===== config.mk =====
export PLATFORM = sky130hd
export DESIGN_NAME = clif_ram
export DESIGN_NICKNAME = d
export VERILOG_FILES = /design/src/hw/rtl/conductance_lif_neuron_step_unit_macros.svh /design/src/hw/rtl/clif_ram.sv
export SDC_FILE = /design/constraint.sdc
export NUM_CORES = 1
export LEC_CHECK = 0
export ABC_AREA = 1
export BUFFER_PORTS_ARGS = -buffer_cell sky130_fd_sc_hd__buf_4
export CAP_MARGIN = 20
export CORE_MARGIN = 2
export CORE_UTILIZATION = 56
export CTS_CLUSTER_DIAMETER = 100
export DETAILED_ROUTE_END_ITERATION = 7
export PLACE_DENSITY = 0.73
export SYNTH_ARGS = -nofsm -noshare
export SYNTH_HDL_FRONTEND = slang
export SYNTH_SLANG_ARGS = --single-unit

===== constraint.sdc =====
create_clock -name clk -period 3.5 [get_ports clk]
set_clock_uncertainty 0.05 [all_clocks]
set_input_delay 0.525 -clock clk [delete_from_list [all_inputs] [get_ports clk]]
set_output_delay 0.525 -clock clk [all_outputs]
set_load 0.02 [all_outputs]

===== src/hw/rtl/conductance_lif_neuron_step_unit_macros.svh =====
// ----------------------------------------------------------------------------
// Assertion macros for the neuron step unit
// Shared forms for concurrent checks on clk with synchronous reset.
// ----------------------------------------------------------------------------
`ifndef CONDUCTANCE_LIF_NEURON_STEP_UNIT_MACROS_SVH
`define CONDUCTANCE_LIF_NEURON_STEP_UNIT_MACROS_SVH

// same-cycle implication
`define CLIF_ASSERT_IMPLY(name, clk, rst, ante, cons) \
  name: assert property (@(posedge clk) disable iff (rst) (ante) |-> (cons)) \
    else $error("assertion failed");

// next-cycle implication
`define CLIF_ASSERT_NEXT(name, clk, rst, ante, cons) \
  name: assert property (@(posedge clk) disable iff (rst) (ante) |=> (cons)) \
    else $error("assertion failed");

`endif


===== src/hw/rtl/clif_ram.sv =====
// ----------------------------------------------------------------------------
// clif_ram
// Simple dual-port RAM, one write port, one registered read port.
// ----------------------------------------------------------------------------
module clif_ram #(
  parameter int WIDTH = 16,
  parameter int DEPTH = 16
) (
  input  logic                                      clk,
  input  logic                                      we,
  input  logic [(DEPTH > 1 ? $clog2(DEPTH) : 1)-1:0] waddr,
  input  logic [WIDTH-1:0]                          wdata,
  input  logic [(DEPTH > 1 ? $clog2(DEPTH) : 1)-1:0] raddr,
  output logic [WIDTH-1:0]                          rdata
);

  logic [WIDTH-1:0] mem [DEPTH];

  always_ff @(posedge clk) begin
    if (we) begin
      mem[waddr] <= wdata;
    end
    rdata <= mem[raddr];
  end

endmodule


# ---- Yosys cells after proc, flatten, opt, wreduce, memory -nomap -nowiden
# Memory sizes are Yosys's and may differ from the RTL's. A register that Yosys moved wholly into a read port is not among the register bits.
# Index checks and enable logic that the tools add are counted.
dict set report totals {
  register_bits 0
  mem_bits_rw 256
  inputBits 26
  output_inout_bits 16
  wordCells 3
  n_memories 1
}
dict set report op_classes {
  n_mux 2
}
# name depth word_bits read_ports rd_ports_with_merged_regs wr line
set memory_table {}
lappend memory_table {mem 16 16 1 1 1 clif_ram.sv:17} ;# logic [WIDTH-1:0] mem [DEPTH];
# cell count
set op_table {}
lappend op_table {{$mux W1} 2}

# ---- Logic depth before layout (Yosys ltp)
dict set report logic_depth {
  ltp_word 2
  depth_mapped 9
  ltp_nobuf 7
}

# ---- Worst setup path before layout
# No wires, ideal clock.
dict set report synth_path {
  path_kind {input port to flip-flop}
  startpoint {input waddr[2] (netlist bit)}
  endpoint {memory mem[10][0] (enable)}
  setup_ns 0.388
  t_arrival_ns 1.436
  t_required_ns 3.062
  path_slack_ns 1.625
  path_stages 2
  n_path_buf 0
  cell_sequence {nand3b_1 nor2_1}
}
# item line
set synth_rtl {}
lappend synth_rtl {{start: declaration} clif_ram.sv:11} ;# input logic [(DEPTH > 1 ? $clog2(DEPTH) : 1)-1:0] waddr,
lappend synth_rtl {{end: declaration} clif_ram.sv:17}
# No word-level cell before the write port.

# ---- Final worst setup path
dict set report layout_path {
  startpoint {register rdata[5] (read register of mem)}
  endpoint {output rdata[5]}
}
# item line
set layout_rtl {}
lappend layout_rtl {{start: declaration} clif_ram.sv:14} ;# output logic [WIDTH-1:0] rdata
# No word-level cell between the ends.

==> flow_summary.yaml <==
synthesis:
  synth_ff_type: "edfxtp_1"
  synth_cells: 1074
  synthesis.area_um2: 11400
  ys_seq_area_share_pct: 70.4
  yosysWarnings: 0
  synth-edff-count: 256
  ys_ff_latch: 272
  synth_fp_nets: 1100
  synth_common_cells: "nand2_1 (341), edfxtp_1 (256), inv_1 (196)"
  ys_types: 13
  synthMostInstantiatedCell: "nand2_1"
  synth_area_per_cell_um2: 10.6
  synth_top_area_share_pct: 67.5
  synth-async-reset-ratio_pct: 0
  yosysTopAreaCell: "edfxtp_1"
  ys_top_cells_by_area: "edfxtp_1 (68%), nand2_1 (11%), nand3_1 (8.5%)"
floorplanning:
  dieArea_um2: 21500
  start_util_pct: 56.6
  die_w_um: 147
  core-area_um2: 20100
  die_y_um: 147
  num_rows: 52
  io_pins: 42
cts:
  htreeDepth: 1
  cts-buffers-inserted: 26
  hold_buffers: 0
  clk_latency_ps: 530
  clkSinkCount: 272
  clk_pin_slew_ps: 60
  cts.path.max_buffers: 3
  cts_resized: 0
  cts_tree: "built"
  cts_setup_buffers: 0
  cts-root-buf: "clkbuf_16"
job:
  drv_cap: 0
setup_path:
  crit-reg2reg-launch: "mem[11][12]"
  cp_cell_sequence: "buf_4"
  cp_num_buf_inv: 1
  r2r_end: "rdata[12]"
  worst_path_max_delay_cell: "dfxtp_1"
  cpPeakStageDelay_ps: 400
  path_delay_family: "flip-flops"
  r2r_slack_ps: 2450
  reg2reg_depth: 6
  critPathLaunch: "rdata[5]"
  path_max_fanout: 1
  critical_path_class: "reg2out"
  critPathRequiredTime_ps: 2920
  arrival_ps: 1100
  start_kind: "flip-flop"
  endpoint_kind: "output port"
detailed_routing:
  ant_nets: 0
  drc: 0
  via_per_inst: 5.27
  wirelength_um: 25400
  drtIter0Drc: 679
  firstDrtPassIters: 5
  via_count: 7417
  wl_per_cell_um: 18.0
pwr:
  p_comb_share_pct: 6.5
  p_sw_mw: 1.49
  pwr-share-seq_pct: 52.8
  p_sw_share_pct: 21.4
  power.internal_mw: 5.46
  p_clk_share_pct: 40.7
  max-vdd-ir-drop_mv: 0.364
  p_leak_nw: 5.53
  p_per_area_nw_per_um2: 540
hold_path:
  min_path_cells: 1
  hold_start: "wdata[15]"
  worst_hold_path_type: "in2reg"
  hold-path-endpoint: "mem[12][15]"
place:
  hpwlAfterDp_um: 13300
  place.gp.congestion: 0.767
  io_buffers: 41
global_route:
  grt-ovfl-total: 0
  grt_first_pass_wirelength_um: 38800
  grtUsageTotal_pct: 23.8
  antenna_found_initial: 1
  grt_pass1_vias: 7030
  grt_max_degree: 113
sta:
  max_freq_ghz: 0.596
  rsz0062_at_grt: "no"
  min_period_over_period_pct: 48.0
  setup_violations: 0
  hold_viol_final: 0
  fin_tns_setup_ps: 0
  max_slew_margin_pct: 40.0
  period_needed_ps: 1680
  worstMarginPinSlew_ps: 898
  final-max-slew-violation-count: 0
outcome:
  status: "complete, no violations"
final_layout:
  num-nets-final: 1144
  nFillCells: 1488
  drive_gt1_share_pct: 10.9
  syn2layout_area_growth_pct: 13.1
  fin_util_pct: 64.0
layer usage:
| metal | global-route usage (%) | routed length (um) |
|---|---|---|
| met5 | 0 | 0 |
| met4 | 9.51 | 771 |
| met3 | 3.78 | 1760 |
| met2 | 39.2 | 12300 |
| met1 | 32.2 | 10500 |
layout by cell type (no fill, tap or decap):
cell          n
inv_2         1
edfxtp_1    256
inv_1       196
buf_16        1
clkinv_2      6
nand2_1     341
clkbuf_16    27
clkinv_4      1
nand3b_1      2
clkinv_1      1
nor2_2       16
nand3_1     193
buf_4        64
dfxtp_1      16
nor2_1        1
clkinvlp_4    1
bufinv_16     3
diode_2       1
clkbuf_1      7
buf_12        2
clkbuf_8      2
cell families after synthesis:
kind of cell           Yosys count  share of synthesized area (%)
AND/OR/NAND/NOR                553                           20.4
flip-flops                     272                           70.4
buffers and inverters          249                           9.21
per-stage QoR:
step / std cells / hold WS [ps] / setup WS [ps] / total power [mW] / instance area (um2)
2_1_floorplan: 1074 / 557 / 1630 / 4.00 / 11400
3_3_place_gp: 1359 / 577 / 1090 / 4.17 / 12000
3_5_place_dp: 1359 / 589 / 1040 / 4.18 / 12000
4_1_cts: 1406 / 224 / 1580 / 6.98 / 12800
5_1_grt: 1407 / 237 / 1770 / 7.15 / 12900
6_report: 1408 / 239 / 1820 / 6.95 / 12900
power by group through the flow:
| stage | Combinational (mW) | Clock, mW | Sequential, mW |
|---|---|---|---|
| floorplan | 0.246 | 0 | 3.75 |
| global placement | 0.441 | 0 | 3.73 |
| detailed placement | 0.448 | 0 | 3.73 |
| CTS | 0.452 | 2.86 | 3.66 |
| global route | 0.499 | 2.98 | 3.67 |
| finish | 0.454 | 2.83 | 3.66 |
flip-flops by register name (all words and copies together), names as in the netlist:
signal,count
mem,256
rdata,16
worst max path at each step:
| stage | end | slack [ps] | cells after the start |
|---|---|---|---|
| 2_1_floorplan | mem[10][0] | 1630 | 2 |
| 3_3_place_gp | rdata[9] | 1090 | 7 |
| 3_5_place_dp | rdata[9] | 1040 | 8 |
| 4_1_cts | rdata[9] | 1580 | 8 |
| 5_1_grt | rdata[9] | 1770 | 9 |
| 6_report | rdata[5] | 1820 | 1 |
area by class of cell:
class | instances | area (um2) | area share, %
flip-flops and latches | 272 | 8010 | 62.2
diodes | 1 | 2.50 | 0.0194
inverters | 198 | 744 | 5.78
repair buffers | 67 | 548 | 4.26
clock buffers | 36 | 729 | 5.67
well taps | 270 | 338 | 2.62
multi-input cells | 553 | 2360 | 18.4
clock inverters | 11 | 135 | 1.05
(Power assumes the default switching activity.)
