<file path="config.mk">
export PLATFORM = sky130hd
export DESIGN_NAME = clif_syn_unit
export DESIGN_NICKNAME = d
export VERILOG_FILES = /design/src/hw/rtl/conductance_lif_neuron_step_unit_macros.svh /design/src/hw/rtl/clif_pkg.sv /design/src/hw/rtl/clif_syn_unit.sv
export SDC_FILE = /design/constraint.sdc
export NUM_CORES = 1
export LEC_CHECK = 0
export BUFFER_PORTS_ARGS = -buffer_cell sky130_fd_sc_hd__buf_2
export CORE_ASPECT_RATIO = 0.6
export CORE_MARGIN = 2
export CORE_UTILIZATION = 47
export CTS_BUF_LIST = sky130_fd_sc_hd__clkbuf_16
export DETAILED_ROUTE_END_ITERATION = 12
export PLACE_DENSITY = 0.73
export SYNTH_ARGS = -nofsm -noshare
export SYNTH_HDL_FRONTEND = slang
export SYNTH_SLANG_ARGS = --single-unit
</file>
<file path="constraint.sdc">
create_clock -name clk -period 30.9 [get_ports clk]
set_input_delay 1.545 -clock clk [delete_from_list [all_inputs] [get_ports clk]]
set_output_delay 1.545 -clock clk [all_outputs]
set_load 0.005 [all_outputs]
</file>
<file path="src/hw/rtl/conductance_lif_neuron_step_unit_macros.svh">
// ----------------------------------------------------------------------------
// Assertion macros for the neuron step unit
// Shared forms for concurrent checks on clk with synchronous reset.
// ----------------------------------------------------------------------------
`ifndef CONDUCTANCE_LIF_NEURON_STEP_UNIT_MACROS_SVH
`define CONDUCTANCE_LIF_NEURON_STEP_UNIT_MACROS_SVH

// same-cycle implication
`define CLIF_ASSERT_IMPLY(name, clk, rst, ante, cons) \
  name: assert property (@(posedge clk) disable iff (rst) (ante) |-> (cons)) \
    else $error("assertion failed");

// next-cycle implication
`define CLIF_ASSERT_NEXT(name, clk, rst, ante, cons) \
  name: assert property (@(posedge clk) disable iff (rst) (ante) |=> (cons)) \
    else $error("assertion failed");

`endif

</file>
<file path="src/hw/rtl/clif_pkg.sv">
// ----------------------------------------------------------------------------
// clif_pkg
// Types and constants of the conductance LIF neuron step unit.
// ----------------------------------------------------------------------------
package clif_pkg;

  localparam int NEURON_W = 6;
  localparam int G_W      = 23;

  localparam logic [2:0] CFG_V_REST        = 3'd0;
  localparam logic [2:0] CFG_E_EXC         = 3'd1;
  localparam logic [2:0] CFG_E_INH         = 3'd2;
  localparam logic [2:0] CFG_V_THRESHOLD   = 3'd3;
  localparam logic [2:0] CFG_V_RESET       = 3'd4;
  localparam logic [2:0] CFG_SYN_DECAY     = 3'd5;
  localparam logic [2:0] CFG_MEMBRANE_RATE = 3'd6;
  localparam logic [2:0] CFG_EXC_SCALE     = 3'd7;

  localparam logic [1:0] KIND_NONE = 2'd0;
  localparam logic [1:0] KIND_EXC  = 2'd1;
  localparam logic [1:0] KIND_INH  = 2'd2;

  localparam logic [15:0] MEMBRANE_INIT = 16'hC400;
  localparam logic [4:0]  COUNT_MAX     = 5'd31;

  typedef enum logic [2:0] {
    ST_CLEAR,
    ST_IDLE,
    ST_WR_READ,
    ST_WR_WRITE,
    ST_SCAN,
    ST_DRAIN
  } state_t;

  typedef struct packed {
    logic [15:0] v_rest;
    logic [15:0] e_exc;
    logic [15:0] e_inh;
    logic [15:0] v_threshold;
    logic [15:0] v_reset;
    logic [15:0] syn_decay;
    logic [15:0] membrane_rate;
    logic [15:0] exc_scale;
  } cfg_t;

  typedef struct packed {
    logic [15:0] weight;
    logic [1:0]  kind;
    logic [15:0] exc;
    logic [15:0] inh;
  } syn_word_t;

  localparam int SYN_W = $bits(syn_word_t);

  typedef struct packed {
    logic                valid;
    logic                first;
    logic                last;
    logic                fired;
    logic [NEURON_W-1:0] neuron;
  } syn_issue_t;

  typedef struct packed {
    logic                valid;
    logic [NEURON_W-1:0] neuron;
    logic [G_W-1:0]      ge;
    logic [G_W-1:0]      gi;
  } group_t;

  typedef struct packed {
    logic                valid;
    logic                fire;
    logic [NEURON_W-1:0] neuron;
  } fire_t;

endpackage

</file>
<file path="src/hw/rtl/clif_syn_unit.sv">
// ----------------------------------------------------------------------------
// clif_syn_unit
// Synapse trace update and per-neuron conductance accumulation.
// ----------------------------------------------------------------------------
module clif_syn_unit #(
  parameter int ADDR_W = 9
) (
  input  logic                            clk,
  input  logic                            rst,
  input  clif_pkg::cfg_t                  cfg,
  input  clif_pkg::syn_issue_t            issue,
  input  logic [ADDR_W-1:0]               issue_addr,
  input  clif_pkg::syn_word_t             rdata,
  output logic                            we,
  output logic [ADDR_W-1:0]               waddr,
  output clif_pkg::syn_word_t             wdata,
  output clif_pkg::group_t                group,
  output logic                            mem_re,
  output logic [clif_pkg::NEURON_W-1:0]   mem_raddr,
  output logic                            clip,
  output logic                            active
);

  clif_pkg::syn_issue_t       s1;
  logic [ADDR_W-1:0]          s1_addr;
  logic [clif_pkg::G_W-1:0]   ge_acc;
  logic [clif_pkg::G_W-1:0]   gi_acc;

  logic                       is_exc;
  logic                       is_inh;
  logic [15:0]                sel;
  logic [31:0]                decay_prod;
  logic [31:0]                scale_prod;
  logic [23:0]                inc;
  logic [24:0]                sum;
  logic                       over;
  logic [15:0]                upd;
  logic [clif_pkg::G_W-1:0]   ge_sum;
  logic [clif_pkg::G_W-1:0]   gi_sum;

  always_comb begin
    is_exc     = rdata.kind == clif_pkg::KIND_EXC;
    is_inh     = rdata.kind == clif_pkg::KIND_INH;
    sel        = is_inh ? rdata.inh : rdata.exc;
    decay_prod = 32'(sel) * 32'(cfg.syn_decay);
    scale_prod = 32'(rdata.weight) * 32'(cfg.exc_scale);
    inc        = is_inh ? {8'd0, rdata.weight} : scale_prod[31:8];
    sum        = {9'd0, decay_prod[31:16]} + {1'b0, inc};
    over       = s1.fired && (sum > 25'd65535);
    if (over) begin
      upd = 16'hFFFF;
    end else if (s1.fired) begin
      upd = sum[15:0];
    end else begin
      upd = decay_prod[31:16];
    end
    wdata = rdata;
    if (is_exc) begin
      wdata.exc = upd;
    end
    if (is_inh) begin
      wdata.inh = upd;
    end
    we        = s1.valid && (is_exc || is_inh);
    waddr     = s1_addr;
    clip      = we && over;
    ge_sum    = (s1.first ? '0 : ge_acc) + (is_exc ? {7'd0, upd} : '0);
    gi_sum    = (s1.first ? '0 : gi_acc) + (is_inh ? {7'd0, upd} : '0);
    mem_re    = s1.valid && s1.last;
    mem_raddr = s1.neuron;
    active    = s1.valid || group.valid;
  end

  always_ff @(posedge clk) begin
    if (rst) begin
      s1          <= '0;
      group.valid <= 1'b0;
    end else begin
      s1          <= issue;
      group.valid <= s1.valid && s1.last;
    end
    s1_addr <= issue_addr;
    if (s1.valid) begin
      ge_acc <= ge_sum;
      gi_acc <= gi_sum;
    end
    group.neuron <= s1.neuron;
    group.ge     <= ge_sum;
    group.gi     <= gi_sum;
  end

endmodule

</file>
Yosys cells after proc, flatten, opt, wreduce, memory -nomap -nowiden --
Index checks and enable logic that the tools add are counted. W data, S select, Z words.
Word-level totals: register bits 118, input port bits 199, output and inout port bits 122, logic and storage cells 36
Cells by class: add/sub/neg operators 3, multiply operators 2, $lt $le $gt $ge 1, equal/unequal tests 2, muxes and demuxes 10, reduce and logical (&&, ||, !) cells 6
Operators by type and width (count):
- $mux W16 | 7
- $mul A16 B16 Y32 | 2
- $add A23 B16 Y23 | 2
- $mux W23 | 2
- $add A16 B24 Y25 | 1
- $gt A25 B16 Y1 const B | 1
- $mux W24 | 1
- $logic_and A1 B1 Y1 | 4
- $eq A2 B1 Y1 const B | 1
- $eq A2 B2 Y1 const B | 1
- $logic_or A1 B1 Y1 | 2

Longest topological paths before layout --
depth in word-level cells 9, gate-level depth with buffers 59, mapped depth without buffers 55

Worst setup path before layout --
OpenSTA, ideal clock, no wires.
path type input to register, from input port rdata[32] (netlist bit), to register gi_acc[22] (netlist bit) (data pin), library setup time 0.262 ns, data arrival time 14.114 ns, required time 30.638 ns, setup slack 16.523 ns, stages on the path 56, path buffers 6, path through inv_1 -> ha_1 -> clkbuf_1 -> clkbuf_1 -> buf_1 -> clkbuf_1 -> mux2_2 -> clkbuf_1 -> nand2_1 -> fa_1 -> fa_1 -> inv_1 -> fa_1 -> fa_1 -> fa_1 -> inv_1 -> fa_1 -> inv_1 -> (+20 left out) -> buf_6 -> a21oi_2 -> and2_1 -> ha_1 -> inv_1 -> fa_1 -> nor2b_1 -> o21ai_0 -> a21boi_0 -> o21ai_0 -> a21boi_0 -> o21ai_0 -> a21o_1 -> a21oi_1 -> a41oi_1 -> o21ai_0 -> and4_1 -> mux2_2
On the way: word-level cells in the longest chain between the ends 9, elaborated cells on any way between the ends 11, those cells by class add/sub (2); mul (1); order compare (1); eq/ne (1); mux (5); reduce/logical (1)
RTL lines:
- start: declaration | line clif_syn_unit.sv:13 | input clif_pkg::syn_word_t rdata,
- $eq A2 B2 Y1 (*) | line clif_syn_unit.sv:43 | is_inh = rdata.kind == clif_pkg::KIND_INH;
- $mux W16 | line clif_syn_unit.sv:44 | sel = is_inh ? rdata.inh : rdata.exc;
- $mul A16 B16 Y32 | line clif_syn_unit.sv:45 | decay_prod = 32'(sel) * 32'(cfg.syn_decay);
- $add A16 B24 Y25 | line clif_syn_unit.sv:48 | sum = {9'd0, decay_prod[31:16]} + {1'b0, inc};
- $gt A25 B16 Y1 | line clif_syn_unit.sv:49 | over = s1.fired && (sum > 25'd65535);
- $logic_and A1 B1 Y1 | line clif_syn_unit.sv:49
- $mux W16 | line clif_syn_unit.sv:50 | if (over) begin
- $mux W16 (*) | line clif_syn_unit.sv:68 | gi_sum = (s1.first ? '0 : gi_acc) + (is_inh ? {7'd0, upd} : '0);
- $add A23 B16 Y23 (*) | line clif_syn_unit.sv:68
- named net gi_sum (one bit) | line clif_syn_unit.sv:39 | logic [clif_pkg::G_W-1:0] gi_sum;
- end signal: assignment | line clif_syn_unit.sv:85 | gi_acc <= gi_sum;
- end: declaration | line clif_syn_unit.sv:27 | logic [clif_pkg::G_W-1:0] gi_acc;
The timed path passes the listed nets; every way through them passes the cells marked *. A chain may end at the register's enable or synchronous reset.

Worst setup path in the final report --
Same ends and word-level chain as after synthesis.

==> impl_metrics.py <==
metrics = {
    "status": {
        "status": "completed",
    },
    "route": {
        "drtIter0Drc": 1600,
        "first_pass_iters": 5,
        "via_per_inst": 5.485,
        "routed_wire_length_per_instance_um": 19.26,
        "drc": 0,
        "finalWirelength_um": 67010,
        "vias": 19080,
        "detail-route-antenna-nets": 0,
    },
    "yosys": {
        "ys_seq_elements": 118,
        "synth_edf_count": 46,
        "syn_area_per_cell_um2": 8.806,
        "yosysWarnings": 0,
        "synth.net_count": 3532,
        "synth_area_um2": 23710,
        "synthArstFlopShare": 0,
        "synth_cell_types": 79,
        "ys_seq_area_frac": 0.1191,
        "ys.flop_type": "dfxtp_1",
        "synth_cells": 2692,
    },
    "worst_setup_path": {
        "critPathTopFamily": "compound AO/OA/AOI/OAI gates",
        "crit_path_end": "gi_acc[22]",
        "crit_fanout": 72,
        "worstSetupEndpointType": "flop",
        "start_kind": "input port",
        "cp_slowest_cell": "buf_4",
        "r2r-start": "s1[6]",
        "reg2reg_slack_ns": 25.36,
        "startpoint": "rdata[32]",
        "cp.arrival_ns": 16.40,
        "timing_worst_setup_path_type": "in -> reg",
        "worstRegToRegCells": 21,
        "path_depth": 54,
        "crit_required_ns": 31.06,
        "crit_buf_inv": 10,
        "slowest_delay_ns": 0.65,
        "r2r_end": "ge_acc[22]",
    },
    "sta": {
        "finalClockSkew_ns": 0.006408,
        "period_share": 0.5256,
        "report.final.slew_viol_count": 0,
        "min_period_ns": 16.24,
        "grt_setup_unrepaired": "false",
        "clock.fmax_mhz": 61.57,
        "fin_tns_setup_ns": 0,
        "worstMarginPinSlew_ns": 1.240,
        "finalHoldViolCount": 0,
        "finalSetupViolations": 0,
        "slew_headroom": 0.1516,
    },
    "cts": {
        "insertion_delay_ns": 0.41,
        "cts-resized-gates": 0,
        "clock_path_buffers": 2,
        "clk_pin_slew_ns": 0.06,
        "cts_setup_buffers": 0,
        "clockRootBuffer": "clkbuf_16",
        "numCtsBuffers": 17,
        "cts_tree": "done",
        "h-tree-depth": 4,
        "cts_hold_repair.buffers": 0,
        "clkSinkCount": 118,
    },
    "final_layout": {
        "syn_to_final_growth_pct": 8.324,
        "seqCellArea_um2": 2825,
        "multi_input_area_um2": 18430,
        "filler_cell_count": 4459,
        "drive_gt1_frac": 0.1167,
        "fin_nets": 3654,
    },
    "placement": {
        "numPortBuffers": 224,
        "place_congestion": 0.9489,
        "hpwl_um": 53490,
    },
    "floorplanning": {
        "dieArea_um2": 52310,
        "ioPinCount": 321,
        "die_x_um": 293.9,
        "core_um2": 49580,
        "fp.dieH_um": 178.0,
        "initial_core_util": 0.4781,
        "row_count": 63,
    },
    "global_route": {
        "grt_overflow": 0,
        "grt.total_usage": 0.2632,
        "grtUsageMet3": 0.05736,
        "use_met2": 0.4085,
        "grt_busiest_layer": "met2",
        "antenna_found_initial": 2,
        "grt_first_pass_wirelength_um": 108000,
        "met1_usage": 0.3708,
        "grt_pass1_vias": 20000,
        "grt_max_degree": 73,
    },
    "min_path": {
        "hp-class": "reg -> reg",
    },
    "job": {
        "cap_viol_max_count": 0,
    },
}
[worst register-to-register path, delay by kind of cell (launching register included)]
family                     cells  cell delay (ns)
AOI/OAI and AO/OA             10             2.62
buffers and inverters          4             0.93
and+or+nand+nor                4             0.68
adders and majority gates      2             0.41
muxes                          1             0.35
DFF                            1             0.30
[how the worst min path moves through the flow]
stage,from,endpoint,slack (ns),depth (start not counted)
global route,mem_raddr[1],group[47],0.36,0
CTS,mem_raddr[1],group[47],0.35,0
global placement,mem_raddr[2],group[48],0.33,0
detailed placement,mem_raddr[4],group[50],0.33,0
finish,mem_raddr[2],group[48],0.35,0
floorplan,mem_raddr[0],group[46],0.33,0
[synth_stat cells (all sizes together), types with 15 or more instances]
library cell	number	area share
buf	32	0.010
o21ai	71	0.015
inv	494	0.078
fa	389	0.33
nor2	88	0.014
a221oi	15	0.0058
nor2b	58	0.015
ha	252	0.13
xnor2	50	0.018
nand3	27	0.0057
nand2	397	0.063
a21o	23	0.0073
edfxtp	46	0.058
dfxtp	72	0.061
clkbuf	96	0.015
nor3	20	0.0049
a21oi	97	0.021
xor2	30	0.011
a211oi	24	0.0089
and2	224	0.059
mux2	24	0.011
[per-layer routing]
layer | wire length, µm | share of wire | up-vias
met2 | 29810 | 0.44 | 829
met4 | 1908 | 0.028 | 0
met1 | 29440 | 0.44 | 9486
met5 | 0 | 0 | -
li1 | - | - | 8666
met3 | 5848 | 0.087 | 101
[flip-flops by register name, indices dropped and copies added, names as in the netlist]
register	count
ge_acc	23
gi_acc	23
group	53
mem_raddr	6
s1	4
waddr	9
[placed cells by master (no fill, tap or decap), types with 12 or more instances in the layout]
master	count
edfxtp_1	46
or2_2	12
xnor2_1	50
a221oi_1	14
nor2_1	88
a211oi_1	21
xor2_1	30
nand2_1	397
nor3_1	18
a21o_1	23
fa_1	389
clkbuf_16	18
inv_1	495
a21oi_1	96
nand3_1	27
ha_1	251
dfxtp_1	70
and2_1	223
nand2b_1	13
nor2b_1	58
o21ai_0	65
mux2_2	24
buf_2	224
[kinds of logic (layout without fill, tap and decap cells)]
logic type | Yosys count | count (layout) | share of synthesized area
adder cells (fa/ha/maj) | 641 | 641 | 0.4615
XOR/XNOR | 80 | 80 | 0.02956
flip-flops | 118 | 118 | 0.1191
other | 0 | 2 | 0
multiplexers | 24 | 24 | 0.01140
AO/OA/AOI/OAI | 321 | 321 | 0.09131
AND/OR/NAND/NOR | 886 | 886 | 0.1837
buffers and inverters | 622 | 757 | 0.1035
[through the flow]
stage	std cells	utilization	setup slack, ns	hold WS, ns	instance area (µm²)
floorplan	2692	-	16.52	0.3319	23710
global placement	3445	0.5062	14.92	0.3281	25100
detailed placement	3445	0.5062	14.57	0.3343	25100
CTS	3477	0.5178	14.92	0.3499	25670
global route	3479	0.5179	13.75	0.3561	25680
finish	3479	0.5179	14.66	0.3461	25680
[final cells by class]
type | instances | share of cell area
diodes | 2 | 0.0001949
clock buffers | 18 | 0.01754
clock inverters | 14 | 0.004824
inverters | 494 | 0.07221
multi-input cells | 1952 | 0.7178
flip-flops and latches | 118 | 0.1100
well taps | 650 | 0.03167
repair buffers | 231 | 0.04570
Power is not shown: default switching activity piles up to over one toggle a cycle in this logic, so the estimate is an artifact.
