**src/hw/rtl/conductance_lif_neuron_step_unit_macros.svh**
```systemverilog
// ----------------------------------------------------------------------------
// Assertion macros for the neuron step unit
// Shared forms for concurrent checks on clk with synchronous reset.
// ----------------------------------------------------------------------------
`ifndef CONDUCTANCE_LIF_NEURON_STEP_UNIT_MACROS_SVH
`define CONDUCTANCE_LIF_NEURON_STEP_UNIT_MACROS_SVH

// same-cycle implication
`define CLIF_ASSERT_IMPLY(name, clk, rst, ante, cons) \
  name: assert property (@(posedge clk) disable iff (rst) (ante) |-> (cons)) \
    else $error("assertion failed");

// next-cycle implication
`define CLIF_ASSERT_NEXT(name, clk, rst, ante, cons) \
  name: assert property (@(posedge clk) disable iff (rst) (ante) |=> (cons)) \
    else $error("assertion failed");

`endif

```
**src/hw/rtl/clif_pkg.sv**
```systemverilog
// ----------------------------------------------------------------------------
// clif_pkg
// Types and constants of the conductance LIF neuron step unit.
// ----------------------------------------------------------------------------
package clif_pkg;

  localparam int NEURON_W = 6;
  localparam int G_W      = 23;

  localparam logic [2:0] CFG_V_REST        = 3'd0;
  localparam logic [2:0] CFG_E_EXC         = 3'd1;
  localparam logic [2:0] CFG_E_INH         = 3'd2;
  localparam logic [2:0] CFG_V_THRESHOLD   = 3'd3;
  localparam logic [2:0] CFG_V_RESET       = 3'd4;
  localparam logic [2:0] CFG_SYN_DECAY     = 3'd5;
  localparam logic [2:0] CFG_MEMBRANE_RATE = 3'd6;
  localparam logic [2:0] CFG_EXC_SCALE     = 3'd7;

  localparam logic [1:0] KIND_NONE = 2'd0;
  localparam logic [1:0] KIND_EXC  = 2'd1;
  localparam logic [1:0] KIND_INH  = 2'd2;

  localparam logic [15:0] MEMBRANE_INIT = 16'hC400;
  localparam logic [4:0]  COUNT_MAX     = 5'd31;

  typedef enum logic [2:0] {
    ST_CLEAR,
    ST_IDLE,
    ST_WR_READ,
    ST_WR_WRITE,
    ST_SCAN,
    ST_DRAIN
  } state_t;

  typedef struct packed {
    logic [15:0] v_rest;
    logic [15:0] e_exc;
    logic [15:0] e_inh;
    logic [15:0] v_threshold;
    logic [15:0] v_reset;
    logic [15:0] syn_decay;
    logic [15:0] membrane_rate;
    logic [15:0] exc_scale;
  } cfg_t;

  typedef struct packed {
    logic [15:0] weight;
    logic [1:0]  kind;
    logic [15:0] exc;
    logic [15:0] inh;
  } syn_word_t;

  localparam int SYN_W = $bits(syn_word_t);

  typedef struct packed {
    logic                valid;
    logic                first;
    logic                last;
    logic                fired;
    logic [NEURON_W-1:0] neuron;
  } syn_issue_t;

  typedef struct packed {
    logic                valid;
    logic [NEURON_W-1:0] neuron;
    logic [G_W-1:0]      ge;
    logic [G_W-1:0]      gi;
  } group_t;

  typedef struct packed {
    logic                valid;
    logic                fire;
    logic [NEURON_W-1:0] neuron;
  } fire_t;

endpackage

```
**src/hw/rtl/clif_ram.sv**
```systemverilog
// ----------------------------------------------------------------------------
// clif_ram
// Simple dual-port RAM, one write port, one registered read port.
// ----------------------------------------------------------------------------
module clif_ram #(
  parameter int WIDTH = 16,
  parameter int DEPTH = 16
) (
  input  logic                                      clk,
  input  logic                                      we,
  input  logic [(DEPTH > 1 ? $clog2(DEPTH) : 1)-1:0] waddr,
  input  logic [WIDTH-1:0]                          wdata,
  input  logic [(DEPTH > 1 ? $clog2(DEPTH) : 1)-1:0] raddr,
  output logic [WIDTH-1:0]                          rdata
);

  logic [WIDTH-1:0] mem [DEPTH];

  always_ff @(posedge clk) begin
    if (we) begin
      mem[waddr] <= wdata;
    end
    rdata <= mem[raddr];
  end

endmodule

```
**src/hw/rtl/clif_mem_unit.sv**
```systemverilog
// ----------------------------------------------------------------------------
// clif_mem_unit
// Membrane store and three-stage membrane update with fire check.
// ----------------------------------------------------------------------------
module clif_mem_unit #(
  parameter int NEURONS = 16
) (
  input  logic                          clk,
  input  logic                          rst,
  input  clif_pkg::cfg_t                cfg,
  input  logic                          clr_we,
  input  logic [clif_pkg::NEURON_W-1:0] clr_addr,
  input  logic [clif_pkg::NEURON_W-1:0] rd_addr,
  input  clif_pkg::group_t              group,
  output clif_pkg::fire_t               fire,
  output logic                          active
);

  localparam int MAW = NEURONS > 1 ? $clog2(NEURONS) : 1;

  logic [15:0]                  v;
  logic signed [16:0]           dr;
  logic signed [16:0]           de;
  logic signed [16:0]           di;
  logic signed [40:0]           pr;
  logic signed [40:0]           pe;
  logic signed [40:0]           pi;

  logic                         m1_valid;
  logic [clif_pkg::NEURON_W-1:0] m1_n;
  logic [15:0]                  m1_v;
  logic signed [40:0]           m1_pr;
  logic signed [40:0]           m1_pe;
  logic signed [40:0]           m1_pi;
  logic signed [42:0]           drive;

  logic                         m2_valid;
  logic [clif_pkg::NEURON_W-1:0] m2_n;
  logic [15:0]                  m2_v;
  logic signed [42:0]           m2_drive;
  logic signed [59:0]           prod;
  logic signed [36:0]           nv;
  logic [15:0]                  newv;
  logic                         fired;

  logic                         ram_we;
  logic [MAW-1:0]               ram_waddr;
  logic [15:0]                  ram_wdata;

  clif_ram #(
    .WIDTH (16),
    .DEPTH (NEURONS)
  ) u_membrane (
    .clk   (clk),
    .we    (ram_we),
    .waddr (ram_waddr),
    .wdata (ram_wdata),
    .raddr (MAW'(rd_addr)),
    .rdata (v)
  );

  always_comb begin
    dr = $signed({cfg.v_rest[15], cfg.v_rest}) - $signed({v[15], v});
    de = $signed({cfg.e_exc[15], cfg.e_exc}) - $signed({v[15], v});
    di = $signed({cfg.e_inh[15], cfg.e_inh}) - $signed({v[15], v});
    pr = $signed({{16{dr[16]}}, dr, 8'd0});
    pe = $signed({1'b0, group.ge}) * de;
    pi = $signed({1'b0, group.gi}) * di;
  end

  always_comb begin
    drive = $signed({{2{m1_pr[40]}}, m1_pr}) + $signed({{2{m1_pe[40]}}, m1_pe})
          + $signed({{2{m1_pi[40]}}, m1_pi});
  end

  always_comb begin
    prod = m2_drive * $signed({1'b0, cfg.membrane_rate}) + $signed(60'd8388608);
    nv   = $signed({{21{m2_v[15]}}, m2_v}) + $signed({prod[59], prod[59:24]});
    if (nv > 37'sd32767) begin
      newv = 16'h7FFF;
    end else if (nv < -37'sd32768) begin
      newv = 16'h8000;
    end else begin
      newv = nv[15:0];
    end
    fired       = $signed(newv) >= $signed(cfg.v_threshold);
    fire.valid  = m2_valid;
    fire.fire   = fired;
    fire.neuron = m2_n;
    if (clr_we) begin
      ram_we    = 1'b1;
      ram_waddr = MAW'(clr_addr);
      ram_wdata = clif_pkg::MEMBRANE_INIT;
    end else begin
      ram_we    = m2_valid;
      ram_waddr = MAW'(m2_n);
      ram_wdata = fired ? cfg.v_reset : newv;
    end
    active = m1_valid || m2_valid;
  end

  always_ff @(posedge clk) begin
    if (rst) begin
      m1_valid <= 1'b0;
      m2_valid <= 1'b0;
    end else begin
      m1_valid <= group.valid;
      m2_valid <= m1_valid;
    end
    m1_n     <= group.neuron;
    m1_v     <= v;
    m1_pr    <= pr;
    m1_pe    <= pe;
    m1_pi    <= pi;
    m2_n     <= m1_n;
    m2_v     <= m1_v;
    m2_drive <= drive;
  end

endmodule

```
**config.mk**
```make
export PLATFORM = sky130hd
export DESIGN_NAME = clif_mem_unit
export DESIGN_NICKNAME = d
export VERILOG_FILES = /design/src/hw/rtl/conductance_lif_neuron_step_unit_macros.svh /design/src/hw/rtl/clif_pkg.sv /design/src/hw/rtl/clif_ram.sv /design/src/hw/rtl/clif_mem_unit.sv
export SDC_FILE = /design/constraint.sdc
export NUM_CORES = 2
export LEC_CHECK = 0
export ABC_AREA = 1
export BUFFER_PORTS_ARGS = -buffer_cell sky130_fd_sc_hd__buf_2
export CAP_MARGIN = 15
export CORE_MARGIN = 1.5
export CORE_UTILIZATION = 45
export CTS_BUF_LIST = sky130_fd_sc_hd__clkbuf_8
export DETAILED_ROUTE_END_ITERATION = 8
export PLACE_DENSITY = 0.73
export SETUP_SLACK_MARGIN = 0.05
export SYNTH_ARGS = -nofsm -noshare
export SYNTH_HDL_FRONTEND = slang
export SYNTH_HIERARCHICAL = 1
export SYNTH_SLANG_ARGS = --single-unit
```
**constraint.sdc**
```tcl
create_clock -name clk -period 17.4 [get_ports clk]
set_input_delay 2.61 -clock clk [delete_from_list [all_inputs] [get_ports clk]]
set_output_delay 2.61 -clock clk [all_outputs]
set_load 0.03 [all_outputs]
```
# Word level (Yosys, flattened, before mapping)
# Memories as Yosys holds them, arrays and structs flattened. A register that Yosys moved wholly into a read port is not among the register bits.
# Cells that the tools add are included.
[totals]
register_bits = 188
mem_bits_rw = 256
in_bits = 196
output_inout_bits = 9
word_cells = 33
n_memories = 1
[memory_table]
columns = ["memory", "words", "word_bits", "rd", "rd_clocked_by_memory_dff", "wr", "line_no", "source"]
rows = [
  ["u_membrane.mem", 16, 16, 1, 1, 1, "clif_ram.sv:17", "logic [WIDTH-1:0] mem [DEPTH];"],
]
[classes]
add_sub_neg = 7
mul = 3
magnitude_cmp = 3
mux = 8
reduce_logical = 1
[op_table]
columns = ["operator", "n"]
rows = [
  ["$mul A24 B17 Y41", 2],
  ["$mux W16", 4],
  ["$add A60 B25 Y60 const B", 1],
  ["$mul A43 B17 Y60", 1],
  ["$sub A16 B16 Y17", 3],
  ["$add A42 B41 Y43", 1],
  ["$add A25 B41 Y42", 1],
  ["$add A16 B36 Y37", 1],
  ["$gt A37 B16 Y1 const B", 1],
  ["$lt A37 B16 Y1 const B", 1],
  ["$ge A16 B16 Y1", 1],
  ["$mux W4", 1],
  ["$mux W1", 3],
  ["$logic_or A1 B1 Y1", 1],
]

# Logic depth before layout (Yosys ltp)
[depth]
word_depth = 9
depth_mapped = 64
depth_no_buf = 59

# Cells and area by module
# Netlist, hierarchy kept.
[by_module_without_submodules]
columns = ["module", "n_inst", "cells_per_inst", "area_each_um2", "seq_area_each_um2"]
rows = [
  ["clif_mem_unit", 1, 8332, 63713.6, 3763.6],
  ["clif_ram", 1, 1074, 11380.9, 8007.7],
]

# Least setup slack after synthesis
# No wires, ideal clock.
[synth_path]
path_type = "input-to-output"
startpoint = "input port cfg[24] (netlist bit)"
endpoint = "output port fire[6] (netlist bit)"
arrival_time_ps = 11222
required_time_ps = 14790
slack_ps = 3568
path_stages = 53
path_buffers = 5
path_cell_list = "clkbuf_1 -> clkbuf_1 -> nand2_1 -> fa_1 -> inv_1 -> fa_1 -> fa_1 -> fa_1 -> fa_1 -> inv_1 -> fa_1 -> inv_1 -> ha_1 -> nand2_1 -> nor2_1 -> inv_1 -> nor2_1 -> inv_1 -> [17 not listed] -> nor2_1 -> nand4_1 -> nand2_2 -> buf_2 -> nand2_1 -> ha_1 -> inv_1 -> nor2_1 -> nor2_1 -> o21a_1 -> o211ai_1 -> nand2_1 -> nand2_1 -> nor2_1 -> nor2_1 -> clkbuf_1 -> inv_1 -> buf_4"
[synth_between]
elab_chain_cells = 7
word_cells_on_any_way = 8
cone_classes = "add/sub (2); mul (1); order compare (3); mux (2)"
[synth_lines]
columns = ["item", "line_no", "source"]
rows = [
  ["from (decl)", "clif_mem_unit.sv:10", "input clif_pkg::cfg_t cfg,"],
  ["$mul A43 B17 Y60 *", "clif_mem_unit.sv:77", "prod = m2_drive * $signed({1'b0, cfg.membrane_rate}) + $signed(60'd8388608);"],
  ["$add A60 B25 Y60 *", "clif_mem_unit.sv:77", ""],
  ["$add A16 B36 Y37 *", "clif_mem_unit.sv:78", "nv = $signed({{21{m2_v[15]}}, m2_v}) + $signed({prod[59], prod[59:24]});"],
  ["$lt A37 B16 Y1", "clif_mem_unit.sv:81", "end else if (nv < -37'sd32768) begin"],
  ["$mux W16", "clif_mem_unit.sv:81", ""],
  ["$mux W16 *", "clif_mem_unit.sv:79", "if (nv > 37'sd32767) begin"],
  ["$ge A16 B16 Y1 *", "clif_mem_unit.sv:86", "fired = $signed(newv) >= $signed(cfg.v_threshold);"],
  ["to (decl)", "clif_mem_unit.sv:15", "output clif_pkg::fire_t fire,"],
]
# Mark *: on every way between the ends. The rest lies on a longest branch, timed or not.

==> results list <==
* Mean area per synthesized cell: 7.98 sq um
- After layout, the worst path uses 92.1% of the clock period.
- In this run the tool buffered the top-level ports with 168 buffer cells.
- Starting DRT DRC Count: 4947
* Setup repair after global routing missed its margin: no
- Type of destination of the critical path: primary output
- Synthesis handed over a netlist of 9406 instances.
- Across every metal layer, demand over resource in global routing totals 25.9%.
* Final HPWL from detailed placement: 173000 microns
* Layout Area Growth over Synthesis: 5.53%
- Max-cap violations in this run came to 0.
- Class of the worst hold path: reg -> reg
- Normalized max-slew margin: 17.0%
- Number of routed nets with antenna violations: 0
- FF+latch area: 11800 sq um
- The max-slew violation count was 0.
* Largest net degree at the start of global routing: 101
- Post-detailed-route wirelength per cell: 18.7 microns
- Final net count: 11.5k
* Worst-path fanout max: 31
- Vias after detailed routing: 60.3k
- # setup viols final: 0
- Effective utilization at floorplan: 45.4%
* Final Wtd Congestion: 0.984
* Critical path data arrival time: 13420 ps
* Residual overflow from global routing: 0
* Number of placement rows: 149
- Slew at the pin with the worst max-slew slack: 1240 ps
- For this design the top-level I/O count stands at 205.
- Ys flop type: sky130_fd_sc_hd__edfxtp_1
- Count of state elements after synthesis: 460
- Vias in the first global route: 63.4k
- Fill cells in the final layout number 15.7k.
- Final worst path period need: 16030 ps
* Mean number of vias per cell: 5.19
- Warnings from Yosys: 6
* Category of the most critical setup path: in -> out
- Fraction of final layout cells sized beyond drive strength 1: 4.25%
- Total wire length: 217000 microns
* Multi-input gate area in the final layout: 52100 sq um
* Die width: 412 microns
- Vertical die dimension: 412 microns
* Critical Path Max Stage Delay: 760 ps
- Setup tns final: 0 ps
- In the synthesized netlist the async set-or-reset flop fraction comes to 0%.
- Clock input transition at the sequential cells of the worst setup and hold paths: 70 ps
- In this run the number of H-tree levels came out at 3.
- Between clock sinks in the finished design, the worst skew comes to 58.6 ps.
* WP data required: 14790 ps
- The die covers 169000 sq um.
- In this run the cell area of the synthesized design comes to 75100 sq um.
- Number of setup buffers added after CTS: 0
* Clock sink count: 460
- Highest Clock Rate: 62.4 MHz
- After floorplanning, the core was sized to cover 165000 sq um.
- PostCTS Resize Cnt: 0
* Antenna violations before repair: 15
* Number of hold-repair buffers added at the cts stage: 0
* Net Count, Synth: 11.5k
- Clock tree from TritonCTS: done
* Result of the run: completed
* Worst setup SP type: input pin
- Clock Latency Late Sink: 720 ps
- The first global-routing pass estimated 341000 microns of wire.
- Clock buffers created by TritonCTS: 73
- The total count of hold-check failures in the final report came to 0.
- In this run the clock root is driven by a sky130_fd_sc_hd__clkbuf_8.
- Of the synthesized area, sequential elements account for 15.7%.
* Number of distinct library cells after synthesis: 56
* EDFF count, synth: 256
- Max clock buf depth: 3
- After detailed routing, the number of remaining DRC violations is 0.
- The first TritonRoute pass finished after 8 iterations.
- Among all stages on the critical path, the largest delay is contributed by sky130_fd_sc_hd__buf_2.
cell usage in the layout (no fill, tap or decap), types with 18 or more instances in the layout:
master                     count
sky130_fd_sc_hd__inv_1      2616
sky130_fd_sc_hd__nand2_1    2227
sky130_fd_sc_hd__fa_1       1308
sky130_fd_sc_hd__ha_1        609
sky130_fd_sc_hd__nor2_1      524
sky130_fd_sc_hd__nand3_1     394
sky130_fd_sc_hd__a21oi_1     284
sky130_fd_sc_hd__edfxtp_1    256
sky130_fd_sc_hd__dfxtp_1     204
sky130_fd_sc_hd__buf_2       167
sky130_fd_sc_hd__xor2_1      122
sky130_fd_sc_hd__o21ai_0     110
sky130_fd_sc_hd__clkbuf_8     84
sky130_fd_sc_hd__a31oi_1      66
sky130_fd_sc_hd__xnor2_1      63
sky130_fd_sc_hd__buf_4        43
sky130_fd_sc_hd__nor3_1       37
sky130_fd_sc_hd__o21a_1       30
sky130_fd_sc_hd__nand4_1      23
sky130_fd_sc_hd__or2_2        21
sky130_fd_sc_hd__nor2_2       20
sky130_fd_sc_hd__o211ai_1     18
path summary, 6_finish.rpt:
path	endpoint	slack (ps)	cells after the start	startpoint
max	fire[6]	1370	50	cfg[25]
min	m2_v[12]$_DFF_P_	320	0	m1_v[12]$_DFF_P_
max reg2reg	u_membrane/mem[6][10]$_DFFE_PP_	5730	51	m2_drive[21]$_DFF_P_
min reg2reg	m2_v[12]$_DFF_P_	320	0	m1_v[12]$_DFF_P_
layer usage:
layer  GRT usage [%]  up-vias  part of all wire, %
met3            4.75      622                  8.7
met1            32.2    29491                   39
met4            11.8        8                  4.9
met5               0        -                0.024
met2            43.6     2663                   48
li1                -    27480                    -
metrics by stage:
step | std cells | area, sq um | util, % | hold WS [ps] | setup WS, ps
floorplan | 9406 | 75100 | - | 310 | 3570
global placement | 11463 | 77600 | 46.9 | 309 | 1560
detailed placement | 11466 | 77700 | 47.0 | 312 | 1490
CTS | 11597 | 79200 | 47.9 | 316 | 1470
global route | 11603 | 79200 | 47.9 | 325 | 523
finish | 11605 | 79200 | 47.9 | 319 | 1370
cells by family after synthesis:
logic type / synth area share [%]
AND/OR/NAND/NOR: 17.6
buffers and inverters: 15.0
adder cells (fa/ha/maj): 45.0
AO/OA/AOI/OAI: 4.59
flip-flops: 15.7
XOR/XNOR: 2.19
registers in the layout, indices dropped and copies added, names as in the netlist, 6 cells and up:
name,cells
m2_drive,43
m2_n,6
m1_pe,41
m1_pr,17
m1_v,16
m1_pi,41
m1_n,6
m2_v,16
u_membrane/mem,256
u_membrane/rdata,16
worst max-delay path, delay by kind of cell:
family	cells	cell delay, ps
adders and majority gates	9	3990
and+or+nand+nor	18	2270
buffers and inverters	12	2130
AOI/OAI and AO/OA	10	2070
xor gates and xnor gates	1	280
synth_stat cells (31+ instances only):
| cell | instances | area (sq um) |
|---|---|---|
| sky130_fd_sc_hd__nand2_1 | 2227 | 8360 |
| sky130_fd_sc_hd__fa_1 | 1308 | 26200 |
| sky130_fd_sc_hd__ha_1 | 609 | 7620 |
| sky130_fd_sc_hd__nor3_1 | 37 | 185 |
| sky130_fd_sc_hd__xnor2_1 | 63 | 552 |
| sky130_fd_sc_hd__xor2_1 | 123 | 1080 |
| sky130_fd_sc_hd__dfxtp_1 | 204 | 4080 |
| sky130_fd_sc_hd__nand3_1 | 394 | 1970 |
| sky130_fd_sc_hd__o21ai_0 | 111 | 556 |
| sky130_fd_sc_hd__nor2_1 | 541 | 2030 |
| sky130_fd_sc_hd__inv_1 | 2599 | 9760 |
| sky130_fd_sc_hd__clkbuf_1 | 284 | 1070 |
| sky130_fd_sc_hd__a31oi_1 | 66 | 413 |
| sky130_fd_sc_hd__buf_2 | 31 | 155 |
| sky130_fd_sc_hd__edfxtp_1 | 256 | 7690 |
| sky130_fd_sc_hd__a21oi_1 | 284 | 1420 |
final cells by class:
class                   instances  area share, %
clock buffers                  84           1.46
flip-flops and latches        460           14.9
well taps                    2189           3.46
multi-input cells            5996           65.8
diodes                          5         0.0158
repair buffers                216           1.59
inverters                    2608           12.4
clock inverters                47          0.472
Power is not shown: default switching activity piles up to over one toggle a cycle in this logic, so the estimate is an artifact.
